File: src/gaussian_blur_3x3_assert.svh
// Assertion macros used by the gaussian blur top level.
`ifndef GAUSSIAN_BLUR_3X3_ASSERT_SVH
`define GAUSSIAN_BLUR_3X3_ASSERT_SVH
`ifndef SYNTHESIS
`define GB3_ASSERT_SAME(label, clk, rst_n, ante, cons) \
    label: assert property (@(posedge clk) disable iff (!(rst_n)) (ante) |-> (cons)) \
        else $error("gb3 same-cycle check failed");
`define GB3_ASSERT_NEXT(label, clk, rst_n, ante, cons) \
    label: assert property (@(posedge clk) disable iff (!(rst_n)) (ante) |=> (cons)) \
        else $error("gb3 next-cycle check failed");
`else
`define GB3_ASSERT_SAME(label, clk, rst_n, ante, cons)
`define GB3_ASSERT_NEXT(label, clk, rst_n, ante, cons)
`endif
`endif

File: src/gb3_div.sv
// Restoring serial divider, one quotient bit per cycle.
`timescale 1ns / 1ps
module gb3_div #(
    parameter int unsigned NW = 22,
    parameter int unsigned DW = 11
) (
    input  logic          i_clk,
    input  logic          i_rst_n,
    input  logic          i_start,
    input  logic [NW-1:0] i_dividend,
    input  logic [DW-1:0] i_divisor,
    output logic          o_done,
    output logic [NW-1:0] o_quotient,
    output logic [DW-1:0] o_remainder
);

    localparam int unsigned CNT_W = $clog2(NW);

    logic [DW-1:0]    r_rem;
    logic [DW-1:0]    n_rem;
    logic [NW-1:0]    r_quo;
    logic [NW-1:0]    n_quo;
    logic [CNT_W-1:0] r_cnt;
    logic             r_busy;
    logic             r_done;
    logic [DW:0]      shifted;
    logic [DW:0]      diff;
    logic             ge;

    always_comb begin
        shifted = {r_rem, r_quo[NW-1]};
        diff    = shifted - {1'b0, i_divisor};
        ge      = (shifted >= {1'b0, i_divisor});
        n_rem   = ge ? diff[DW-1:0] : shifted[DW-1:0];
        n_quo   = {r_quo[NW-2:0], ge};
    end

    always_ff @(posedge i_clk) begin
        if (!i_rst_n) begin
            r_busy <= 1'b0;
            r_done <= 1'b0;
            r_cnt  <= '0;
        end else begin
            r_done <= 1'b0;
            if (i_start) begin
                r_busy <= 1'b1;
                r_cnt  <= '0;
            end else if (r_busy) begin
                r_cnt <= r_cnt + CNT_W'(1);
                if (r_cnt == CNT_W'(NW - 1)) begin
                    r_busy <= 1'b0;
                    r_done <= 1'b1;
                end
            end
        end
    end

    // dividend bits shift out of the top of r_quo as quotient bits shift in
    always_ff @(posedge i_clk) begin
        if (i_start) begin
            r_rem <= '0;
            r_quo <= i_dividend;
        end else if (r_busy) begin
            r_rem <= n_rem;
            r_quo <= n_quo;
        end
    end

    assign o_done      = r_done;
    assign o_quotient  = r_quo;
    assign o_remainder = r_rem;

endmodule

File: config.mk
export PLATFORM = sky130hd
export DESIGN_NAME = gb3_div
export DESIGN_NICKNAME = d
export VERILOG_FILES = /design/src/gaussian_blur_3x3_assert.svh /design/src/gb3_div.sv
export SDC_FILE = /design/constraint.sdc
export NUM_CORES = 1
export LEC_CHECK = 0
export CAP_MARGIN = 20
export CORE_AREA = 3 3 81 75
export CTS_BUF_LIST = sky130_fd_sc_hd__clkbuf_16
export CTS_CLUSTER_SIZE = 8
export DETAILED_ROUTE_END_ITERATION = 16
export DIE_AREA = 0 0 84 78
export DONT_BUFFER_PORTS = 1
export GPL_TIMING_DRIVEN = 0
export PLACE_DENSITY = 0.58
export SLEW_MARGIN = 10
export SYNTH_ARGS = -nofsm -noshare
export SYNTH_HDL_FRONTEND = slang
export SYNTH_SLANG_ARGS = --single-unit
File: constraint.sdc
create_clock -name i_clk -period 3 [get_ports i_clk]
set_input_delay 0.3 -clock i_clk [delete_from_list [all_inputs] [get_ports i_clk]]
set_output_delay 0.3 -clock i_clk [all_outputs]
set_load 0.005 [all_outputs]
### Yosys cells after proc, flatten, opt, wreduce, memory -nomap -nowiden

Index checks and enable logic that the tools add are counted.

| word-level totals | value |
|---|---|
| bits in writable memories | 0 |
| register bits after elaboration | 40 |
| logic and storage cells | 21 |
| latch bits | 0 |
| ROM bits | 0 |
| memories | 0 |
| bits of input ports | 36 |

| cells by class | value |
|---|---|
| magnitude comparators | 1 |
| reduce and logical (&&, ||, !) cells | 3 |
| $add $sub $neg | 2 |
| div/mod/pow operators | 0 |
| equal/unequal tests | 1 |
| mux-type cells | 7 |
| $mul | 0 |
| bitwise operators | 2 |
| shift-type cells | 0 |

Operators with widths:

| kind | count |
|---|---|
| 22-bit two-way mux | 2 |
| 12-bit by 11-bit greater-or-equal comparator with 1-bit output | 1 |
| 11-bit two-way mux | 1 |
| 11-bit subtractor | 1 |
| 5-bit by 1-bit adder with 5-bit output (second input constant) | 1 |
| 5-bit equality test (second input constant) | 1 |
| 1-bit two-way mux | 4 |
| 3-bit OR reduction | 1 |
| 1-bit inverter | 2 |
| 2-bit nonzero test | 1 |
| 2-bit OR reduction | 1 |

### Depth between registers and ports, before layout

Gate-level depths: netlist of the first run.

| depth | value |
|---|---|
| depth in word-level cells | 4 |
| depth in mapped cells | 10 |
| depth with buffers taken out | 9 |

### Worst setup path after synthesis of the first run

No wires, ideal clock.

| path | value |
|---|---|
| path kind | register to register |
| start point | register r_quo[21] (netlist: o_quotient[21]) |
| end point | register r_quo[0] (netlist: o_quotient[0]) (data pin) |
| library setup time | 0.260 ns |
| arrival | 1.959 ns |
| cell stages (with the launch flop) | 10 |
| data required time | 2.740 ns |
| path slack | 0.781 ns |
| cell sequence | edfxtp_1 > inv_1 > ha_1 > fa_1 > nor2b_1 > o31a_2 > o21ai_4 > o21ai_4 > buf_8 > mux2_2 |

| on the way | value |
|---|---|
| cells in the longest elaborated chain, start to end | 3 |

RTL lines:

| element | line | text |
|---|---|---|
| start, declared | gb3_div.sv:21 | `logic [NW-1:0] r_quo;` |
| start signal, assigned | gb3_div.sv:62 | `r_quo <= i_dividend;` |
| start signal, assigned | gb3_div.sv:65 | `r_quo <= n_quo;` |
| 12-bit by 11-bit greater-or-equal comparator with 1-bit output | gb3_div.sv:33 | `ge = (shifted >= {1'b0, i_divisor});` |
| 22-bit two-way mux | gb3_div.sv:63 | `end else if (r_busy) begin` |
| 22-bit two-way mux | gb3_div.sv:60 | `if (i_start) begin` |

No other way between the ends. The select of a mux whose other input is x is not followed.
A chain may end at the register's enable or synchronous reset.

### Worst setup path in the final report of the first run

| path | value |
|---|---|
| start point | register r_quo[21] (netlist: o_quotient[21]) |
| end point | register r_rem[8] (netlist: o_remainder[8]) |

| on the way | value |
|---|---|
| cells in the longest elaborated chain, start to end | 2 |

RTL lines:

| element | line | text |
|---|---|---|
| 11-bit subtractor / 12-bit by 11-bit greater-or-equal comparator with 1-bit output (equally long branches) | gb3_div.sv:32, gb3_div.sv:33 |  |
| 11-bit two-way mux * | gb3_div.sv:34 | `n_rem = ge ? diff[DW-1:0] : shifted[DW-1:0];` |
| end signal, assigned | gb3_div.sv:64 | `r_rem <= n_rem;` |
| end, declared | gb3_div.sv:19 | `logic [DW-1:0] r_rem;` |

Every way passes the cells marked *; elsewhere a longest branch is shown, timed or not.

==> out/metrics.yaml, run 1 <==
die:
  rows: 25
  fp.coreArea_sq_um: 5290
  initial_core_util_pct: 44.4
  io_pins: 70
  die_area_sq_um: 6550
  dieHeight_um: 78
  die_x_um: 84
final_layout:
  syn2layout_area_growth_pct: 10.5
  nNetsFinal: 273
  regArea_sq_um: 1020
  n_antenna_cell: 0
  multi_input_area_sq_um: 1210
  fillers: 500
  drive_gt1_share_pct: 19.6
  finish.utilization_pct: 49.1
  final_cells: 291
synth:
  synth_warnings: 0
  synth_edf_count: 22
  ys_top_cells_by_count: "22 x edfxtp_1, 22 x mux2_2, 19 x nor2_1"
  synth_top_area_share_pct: 28.1
  yosys.area.top_type: "edfxtp_1"
  synth_cells: 216
  synth-xor-area-share_pct: 3.35
  synthAdderAreaFrac_pct: 7.77
  synth_nets: 266
  ys_ff_latch: 40
  synth_area_leaders: "edfxtp_1 28%, dfxtp_1 15%, mux2_2 11%, ha_1 6.9%, nor2_1 3.0%"
  synth_top_family_by_area: "compound AO/OA/AOI/OAI gates"
  synthFlopType: "edfxtp_1"
  synth_mux_area_share_pct: 13.1
  synth_cell_types: 46
  async_reset_ff_share_pct: 0
  synth-simple-area-share_pct: 13.5
  synth_compound_area_share_pct: 14.0
  syn_area_per_cell_sq_um: 10.9
  syn_area_sq_um: 2350
  ys_seq_area_share_pct: 43.5
status:
  status: "completed"
sta:
  worstMarginPinSlew_ns: 0.932
  finalCritPeriodShare_pct: 83.0
  setup_viol: 0
  slew-limit-headroom_pct: 37.7
  max_freq_mhz: 401
  holdWs_ns: 0.151
  hold_viol: 0
  maxSlewViolCount: 0
  rsz0062_at_grt: "false"
  min_period_ns: 2.49
  tns_ns: 0
  finClkSkew_ns: 0.00152
clocking:
  cts_root_buffer: "clkbuf_16"
  cts_setup_buffers: 0
  cts_inserted_buffers: 5
  clk_path_buf_depth: 2
  cts_tree: "done"
  clkTransAtPathRegs_ns: 0.06
  cts_resized: 0
  cts_sinks: 40
  hold_buffers: 0
  htree_levels: 2
  clk_latency_ns: 0.28
setup_path:
  crit_buf_inv: 2
  crit_chain: "inv_1, ha_1, fa_1, nor2b_1, o31a_2, o21ai_4, o21ai_4, buf_8, mux2i_1, a211oi_2"
  start_kind: "register"
  slowest_delay_ns: 0.41
  path_class: "register to register"
  worstSetupPathDepth: 10
  rrSetupSlack_ns: 0.51
  r2r_cells: 10
  crit_required_ns: 3.15
  critPathMaxFanout: 10
  critical_path.top_delay_family: "compound AO/OA/AOI/OAI gates"
  arrival_ns: 2.64
  cpMaxStageDelayCell: "edfxtp_1"
  timing.critical_path.mode_cell: "o21ai_4"
  end_kind: "register"
worst_hold_path:
  hp-class: "primary input to register"
  hold_path_depth: 1
power_and_ir_drop:
  power_mw: 1.61
  pwr-share-clk_pct: 37.5
  ir_worst_vdd_uv: 302
  switching_share_pct: 27.3
  power.switching_mw: 0.438
  power_per_cell_area_nw_per_um2: 618
  power.leakage_nw: 0.992
  combPwrFrac_pct: 19.8
  p_seq_share_pct: 42.7
  p_int_mw: 1.17
grt:
  first_global_vias: 1557
  grt_pass1_wl_mm: 7.89
  overflow: 0
  grt_antenna_before_repair: 0
  grt_usage_pct: 15.2
  grt_max_degree: 23
drt:
  vias: 1611
  ant_nets: 0
  wl_per_cell_um: 17.0
  drc: 0
  first_pass_iters: 4
  first_iter_violations: 74
  routed_wl_mm: 4.93
  via_per_inst: 5.54
place:
  port_buffers: 0
  dp_hpwl_mm: 3.71
  gp_congestion: 0.780
  dp_cells: 283
flow_run:
  maxCapViolCount: 0
## cell type report
type	instances	share of cell area (%)
plain buffers	10	1.97
clock inverters	3	1.49
multi-input cells	149	46.7
flip-flops and latches	40	39.3
inverters	17	2.46
clock buffers	5	4.82
well taps	67	3.23
## worst register-to-register path, stage by stage (launching register included)
cell and delay (ns):
edfxtp_1 0.41, inv_1 0.06, ha_1 0.20, fa_1 0.40, nor2b_1 0.17, o31a_2 0.20, o21ai_4 0.11, o21ai_4 0.29
buf_8 0.19, mux2i_1 0.23, a211oi_2 0.09
## power groups by stage
stage	Combinational [mW]	Sequential, mW	Clock (mW)
6_report	0.318	0.686	0.602
5_1_grt	0.354	0.695	0.633
4_1_cts	0.320	0.688	0.608
3_5_place_dp	0.318	0.700	0
3_3_place_gp	0.313	0.699	0
2_1_floorplan	0.264	0.682	0
## kinds of logic after synthesis
family,count (synthesis)
buffers and inverters,27
and+or+nand+nor,56
muxes,28
xor gates and xnor gates,9
DFF,40
AOI/OAI and AO/OA,42
adders and majority gates,14
## routing by layer
| metal | part of all wire, % | global-route usage [%] |
|---|---|---|
| met2 | 45 | 22.5 |
| met1 | 46 | 20.7 |
| met4 | 0.85 | 3.86 |
| met5 | 0 | 0 |
| met3 | 7.8 | 6.05 |
## state kept, by name, indices dropped and copies added (netlist names)
signal / flops
o_quotient: 22
r_busy: 1
o_remainder: 11
o_done: 1
r_cnt: 5
## cells in the final DEF, fill, tap and decap left out, types with 2 or more instances in the layout
master     instances
mux2_2            22
edfxtp_1          22
nor2_1            19
inv_1             18
dfxtp_1           18
ha_1              13
nand2_1           10
a21oi_1            9
mux2i_1            6
a211oi_1           6
xnor2_1            6
o21ai_0            5
clkbuf_16          5
clkbuf_1           4
nand3_1            4
nand2b_1           4
buf_1              3
nor2b_1            3
o21ai_1            3
nand4_1            3
xor2_1             3
buf_2              2
o21a_1             2
o21ai_4            2
nand4b_1           2
nor3_1             2
nor4_1             2
o211ai_1           2
a311oi_2           2
a211oi_2           2
o22ai_1            2
## path summary, 6_finish.rpt
check	start	to
max reg2reg	o_quotient[21]	o_remainder[8]
min	i_rst_n	r_busy
min reg2reg	r_cnt[4]	o_done
max	o_quotient[21]	o_remainder[8]
## stage by stage
stage               worst slack [ns]  area (sq um)
floorplan                      0.781          2350
detailed placement             0.507          2430
finish                         0.509          2600
global route                   0.350          2600
CTS                            0.488          2600
global placement               0.530          2430
(Power assumes the default switching activity.)
==> inputs of run 2 (changes only) <==
==> constraint.sdc (replaced) <==
create_clock -name i_clk -period 2.4 [get_ports i_clk]
set_input_delay 0.24 -clock i_clk [delete_from_list [all_inputs] [get_ports i_clk]]
set_output_delay 0.24 -clock i_clk [all_outputs]
set_load 0.005 [all_outputs]
==> run 2 against run 1 <==
  * Routed wire length is 3.8% higher
  * Via count is 3.5% higher
  * Sequential cell count stayed put
  * Clock-buffer cell count stayed put
  * Register-to-register slack worse by 0.43 ns
  * Combinational power is 50% higher
  * Clock power is 25% higher
  * Non-clock buffer count is 8 higher
  * Core utilization is 2.6 points higher
  * Global-route usage is 0.59 points higher
  * Critical endpoint is now o_quotient[0]
==> out/metrics.yaml, run 2 (synthesis gave the netlist of run 1 again) <==
setup_path:
  slowest_delay_ns: 0.46  # +0.05 ns
  crit_required_ns: 2.43  # -0.72 ns
  rrSetupSlack_ns: 0.08  # -0.43 ns
  path_class: "register to register"
  cpMaxStageDelayCell: "edfxtp_1"
  critPathMaxFanout: 5  # -5
  r2r_end: "o_quotient[0]"
  critical_path.top_delay_family: "compound AO/OA/AOI/OAI gates"
  timing.critical_path.mode_cell: "o21ai_4"
  r2r_cells: 9  # -1
  arrival_ns: 2.35  # -0.29 ns
  end_kind: "register"
  reg2reg_from: "o_quotient[21]"
  start_kind: "register"
  crit_buf_inv: 2  # unchanged
  crit_chain: "inv_2, ha_4, fa_2, nor2b_2, o31a_2, o21ai_4, o21ai_4, bufbuf_16, mux2_2"
power_and_ir_drop:
  power_per_cell_area_nw_per_um2: 764  # +23%
  power_mw: 2.09  # +30%
  ir_worst_vdd_uv: 377  # +25%
  power.leakage_nw: 1.05  # +6.2%
drt:
  vias: 1667  # +3.5%
  via_per_inst: 5.58  # +0.71%
  drc: 0  # unchanged
  first_iter_violations: 75  # +1.4%
  routed_wl_mm: 5.12  # +3.8%
  first_pass_iters: 4  # unchanged
  ant_nets: 0  # unchanged
  wl_per_cell_um: 17.1  # +1.1%
place:
  place_ws_ns: -0.0927  # -0.600 ns
  port_buffers: 0  # unchanged
  dp_cells: 283  # unchanged
  gp_congestion: 0.780  # unchanged
  dp_hpwl_mm: 3.71  # unchanged
clocking:
  cts_tree: "done"
  clk_latency_ns: 0.28  # about the same
  cts_sinks: 40  # unchanged
  clk_path_buf_depth: 2  # unchanged
  cts_root_buffer: "clkbuf_16"
  clkTransAtPathRegs_ns: 0.06  # about the same
  cts_inserted_buffers: 5  # unchanged
  hold_buffers: 0  # unchanged
  htree_levels: 2  # unchanged
sta:
  slew-limit-headroom_pct: 36.8  # -0.95 points
  max_freq_mhz: 431  # +7.5%
  min_period_ns: 2.32  # -0.173 ns
  worstMarginPinSlew_ns: 0.946  # +0.0142 ns
  setup_viol: 0  # unchanged
  setup_ws_ns: 0.0821  # -0.427 ns
  finalCritPeriodShare_pct: 96.6  # +14 points
  maxSlewViolCount: 0  # unchanged
  finClkSkew_ns: 0.00200  # +0.000479 ns
  rsz0062_at_grt: "false"
  tns_ns: 0  # unchanged
  hold_viol: 0  # unchanged
die:
  io_pins: 70  # unchanged
  die_x_um: 84  # unchanged
  initial_core_util_pct: 44.4  # unchanged
  fp.coreArea_sq_um: 5290  # unchanged
  dieHeight_um: 78  # unchanged
  rows: 25  # unchanged
  die_area_sq_um: 6550  # unchanged
status:
  status: "completed"
final_layout:
  final_cell_mix: "22 x mux2_2, 22 x edfxtp_1, 19 x nor2_1"
  drive_gt1_share_pct: 25.0  # +5.4 points
  nNetsFinal: 281  # +2.9%
  fillers: 477  # -4.6%
  n_antenna_cell: 0  # unchanged
  final_cells: 299  # +2.7%
  syn2layout_area_growth_pct: 16.3
  largest_register_ffs: 22  # unchanged
  finish.utilization_pct: 51.7  # +2.6 points
worst_hold_path:
  hp-class: "primary input to register"
  min_to: "r_busy"
  hold_path_depth: 1  # unchanged
  worstHoldStart: "i_rst_n"
grt:
  overflow: 0  # unchanged
  grt_max_degree: 23  # unchanged
  grt_usage_pct: 15.8  # +0.59 points
  first_global_vias: 1623  # +4.2%
  grt_pass1_wl_mm: 8.19  # +3.8%
  grt_antenna_before_repair: 0  # unchanged
flow_run:
  maxCapViolCount: 0  # unchanged
run 2: what timing repair did:
| item | CTS | global route |
|---|---|---|
| setup buffers | 7 | 0 |
| gates resized for setup | 4 | 5 |
| gates cloned | 1 | 0 |
| endpoints found under the setup margin | 7 | 12 |
| pin swaps | 4 | 3 |
run 2: per-stage QoR:
stage	area, sq um	hold slack, ns
3_3_place_gp	2430	0.377
5_1_grt	2730	0.0947
3_5_place_dp	2430	0.381
2_1_floorplan	2350	0.368
6_report	2730	0.0919
4_1_cts	2710	0.0887
run 2: worst register-to-register path: stages (launching register included):
cell and delay, ns:
edfxtp_1 0.46, inv_2 0.10, ha_4 0.13, fa_2 0.20, nor2b_2 0.05, o31a_2 0.32
o21ai_4 0.17, o21ai_4 0.09, bufbuf_16 0.28, mux2_2 0.26
run 2: worst max path at each step:
| stage | end | from | cells past startpoint | slack, ns |
|---|---|---|---|---|
| 2_1_floorplan | o_quotient[0] | o_quotient[21] | 9 | 0.18 |
| 3_3_place_gp | o_remainder[8] | o_quotient[21] | 10 | -0.07 |
| 3_5_place_dp | o_remainder[8] | o_quotient[21] | 10 | -0.09 |
| 4_1_cts | o_quotient[0] | o_quotient[21] | 9 | 0.006 |
| 5_1_grt | o_quotient[0] | o_quotient[21] | 9 | 0.0007 |
| 6_report | o_quotient[0] | o_quotient[21] | 9 | 0.08 |
run 2: layer usage:
layer  share of wire [%]  vias to the layer above  wire length (um)  global-route usage (%)
met5                   0                        -                 0                       0
met4                0.82                        0                42                    3.86
met3                 7.2                        5               370                    6.05
met2                  45                       46              2330                    23.4
met1                  47                      798              2380                    21.7
li1                    -                      818                 -                       -
run 2: power breakdown:
group          leakage [nW]  switching (mW)  total (mW)  internal (mW)
Sequential            0.369          0.0602       0.859          0.799
Clock                0.0850           0.267       0.752          0.485
Combinational         0.600           0.238       0.476          0.238
Total                  1.05           0.566        2.09           1.52
run 2: cell type report:
cell class | count | area, sq um | share of cell area [%]
Clock inverter | 3 | 38.8 | 1.42
Inverter | 17 | 63.8 | 2.33
Tap cell | 67 | 83.8 | 3.07
Timing Repair Buffer | 8 | 101 | 3.71
Sequential cell | 40 | 1020 | 37.3
Clock buffer | 5 | 125 | 4.58
Multi-Input combinational cell | 149 | 1250 | 45.7
Buffer | 10 | 51.3 | 1.88
==> inputs of run 3 (changes only) <==
--- a/config.mk
+++ b/config.mk
@@ -13,6 +13,7 @@
 export DIE_AREA = 0 0 84 78
 export DONT_BUFFER_PORTS = 1
 export GPL_TIMING_DRIVEN = 0
+export MAX_ROUTING_LAYER = met4
 export PLACE_DENSITY = 0.58
 export SLEW_MARGIN = 10
 export SYNTH_ARGS = -nofsm -noshare
==> run 3 against run 2 <==
  * Design area unchanged
  * Critical path depth did not move
  * Sequential share of layout area unchanged
  * Sequential power hardly changed
  * Non-clock buffer count did not move
  * First-iteration DRC count is 6.7% lower
  * Global-route usage grew 0.44 points
==> out/metrics.yaml, run 3 (synthesis gave the netlist of run 1 again) <==
status:
  status: "completed"
clocking:
  htree_levels: 2  # unchanged
  cts_root_buffer: "clkbuf_16"
  cts_inserted_buffers: 5  # unchanged
  hold_buffers: 0  # unchanged
  clk_latency_ns: 0.28  # about the same
  cts_tree: "done"
  cts_sinks: 40  # unchanged
  clkTransAtPathRegs_ns: 0.06  # about the same
  clk_path_buf_depth: 2  # unchanged
die:
  dieHeight_um: 78  # unchanged
  io_pins: 70  # unchanged
  die_area_sq_um: 6550  # unchanged
  die_x_um: 84  # unchanged
  fp.coreArea_sq_um: 5290  # unchanged
  initial_core_util_pct: 44.4  # unchanged
  rows: 25  # unchanged
setup_path:
  arrival_ns: 2.35  # about the same
  critPathMaxFanout: 5  # unchanged
  slowest_delay_ns: 0.46  # about the same
  timing.critical_path.mode_cell: "o21ai_4"
  crit_chain: "inv_2, ha_4, fa_2, nor2b_2, o31a_2, o21ai_4, o21ai_4, bufbuf_16, mux2_2"
  crit_required_ns: 2.43  # about the same
  r2r_cells: 9  # unchanged
  end_kind: "register"
  path_class: "register to register"
  start_kind: "register"
  cpMaxStageDelayCell: "edfxtp_1"
sta:
  max_freq_mhz: 432  # about the same
  slew-limit-headroom_pct: 36.7  # about the same
  holdWs_ns: 0.0917  # -0.000232 ns
  finClkSkew_ns: 0.00188  # -0.000114 ns
  rsz0062_at_grt: "true"
  hold_viol: 0  # unchanged
  setup_viol: 0  # unchanged
  worstMarginPinSlew_ns: 0.947  # +0.000328 ns
  min_period_ns: 2.32  # -0.00192 ns
  finalCritPeriodShare_pct: 96.5  # about the same
  maxSlewViolCount: 0  # unchanged
drt:
  drc: 0  # unchanged
  first_iter_violations: 70  # -6.7%
  ant_nets: 0  # unchanged
  via_per_inst: 5.58  # about the same
  wl_per_cell_um: 17.1  # about the same
  vias: 1668  # +0.060%
  routed_wl_mm: 5.12  # about the same
  first_pass_iters: 4  # unchanged
power_and_ir_drop:
  combPwrFrac_pct: 22.8  # about the same
  power_per_cell_area_nw_per_um2: 764  # about the same
  power_mw: 2.09  # about the same
  p_int_mw: 1.52  # about the same
  pwr-share-clk_pct: 36.0  # about the same
  power.leakage_nw: 1.05  # unchanged
  p_seq_share_pct: 41.1  # about the same
  ir_worst_vdd_uv: 377  # about the same
  power.switching_mw: 0.566  # about the same
  switching_share_pct: 27.1  # about the same
grt:
  grt_max_degree: 23  # unchanged
  first_global_vias: 1625  # +0.12%
  grt_antenna_before_repair: 0  # unchanged
  grt_pass1_wl_mm: 8.18  # about the same
  grt_usage_pct: 16.2  # +0.44 points
  overflow: 0  # unchanged
flow_run:
  maxCapViolCount: 0  # unchanged
place:
  gp_congestion: 0.791  # +1.4%
  place_area_sq_um: 2430  # unchanged
  dp_cells: 283  # unchanged
  dp_hpwl_mm: 3.71  # unchanged
  port_buffers: 0  # unchanged
final_layout:
  syn2layout_area_growth_pct: 16.3  # unchanged
  n_antenna_cell: 0  # unchanged
  nNetsFinal: 281  # unchanged
  fin_area_sq_um: 2730  # unchanged
  multi_input_area_sq_um: 1250  # unchanged
  fillers: 477  # unchanged
  drive_gt1_share_pct: 25.0  # unchanged
  regArea_sq_um: 1020  # unchanged
  final_cell_mix: "22 x mux2_2, 22 x edfxtp_1, 19 x nor2_1"
  final_cells: 299  # unchanged
  largest_register_ffs: 22  # unchanged
worst_hold_path:
  hp-class: "primary input to register"
  hold_path_depth: 1  # unchanged
==> run 3: power groups by stage <==
stage / Sequential (mW) / Clock, mW / Combinational (mW)
6_report: 0.859 / 0.752 / 0.476
5_1_grt: 0.869 / 0.791 / 0.525
4_1_cts: 0.861 / 0.760 / 0.466
3_5_place_dp: 0.875 / 0 / 0.397
3_3_place_gp: 0.874 / 0 / 0.391
2_1_floorplan: 0.853 / 0 / 0.330
==> run 3: final cells by class <==
cell class,instances,share of cell area (%)
Inverter,17,2.33
Tap cell,67,3.07
Buffer,10,1.88
Multi-Input combinational cell,149,45.7
Clock inverter,3,1.42
Sequential cell,40,37.3
Timing Repair Buffer,8,3.71
Clock buffer,5,4.58
==> run 3: through the flow <==
stage	TNS (ns)	worst slack, ns	util (%)
floorplan	0	0.181	-
global placement	-0.195	-0.0697	46.0
detailed placement	-0.327	-0.0927	46.0
global route	-0.00160	-0.00160	51.7
CTS	0	0.00577	51.3
finish	0	0.0840	51.7
==> run 3: critical path: cells and delay by family, from the launching register on <==
kind / cells / cell delay (ns)
compound gates: 3 / 0.57
fa+ha+maj: 2 / 0.33
buf+inv: 2 / 0.38
mux: 1 / 0.26
flops: 1 / 0.46
simple gates: 1 / 0.05
==> run 3: worst paths after layout <==
path                       start       endpoint  slack, ns
setup / recovery  o_quotient[21]  o_quotient[0]       0.08
hold / removal           i_rst_n         r_busy       0.09
setup reg to reg  o_quotient[21]  o_quotient[0]       0.08
hold reg to reg         r_cnt[4]         o_done       0.51
==> run 3: what timing repair did <==
item | in CTS | in global routing
gates cloned | 1 | 0
resized for setup | 4 | 5
pin swaps | 4 | 3
setup buffers | 7 | 0
endpoints found under the setup margin | 7 | 12
==> run 3: metal layers <==
| layer | routed length [um] | vias up | part of all wire (%) | track usage, % |
|---|---|---|---|---|
| met1 | 2370 | 799 | 46 | 21.6 |
| met3 | 382 | 5 | 7.5 | 6.26 |
| met2 | 2330 | 47 | 45 | 23.4 |
| met5 | 0 | - | 0 | - |
| li1 | - | 817 | - | - |
| met4 | 45 | 0 | 0.88 | 3.86 |
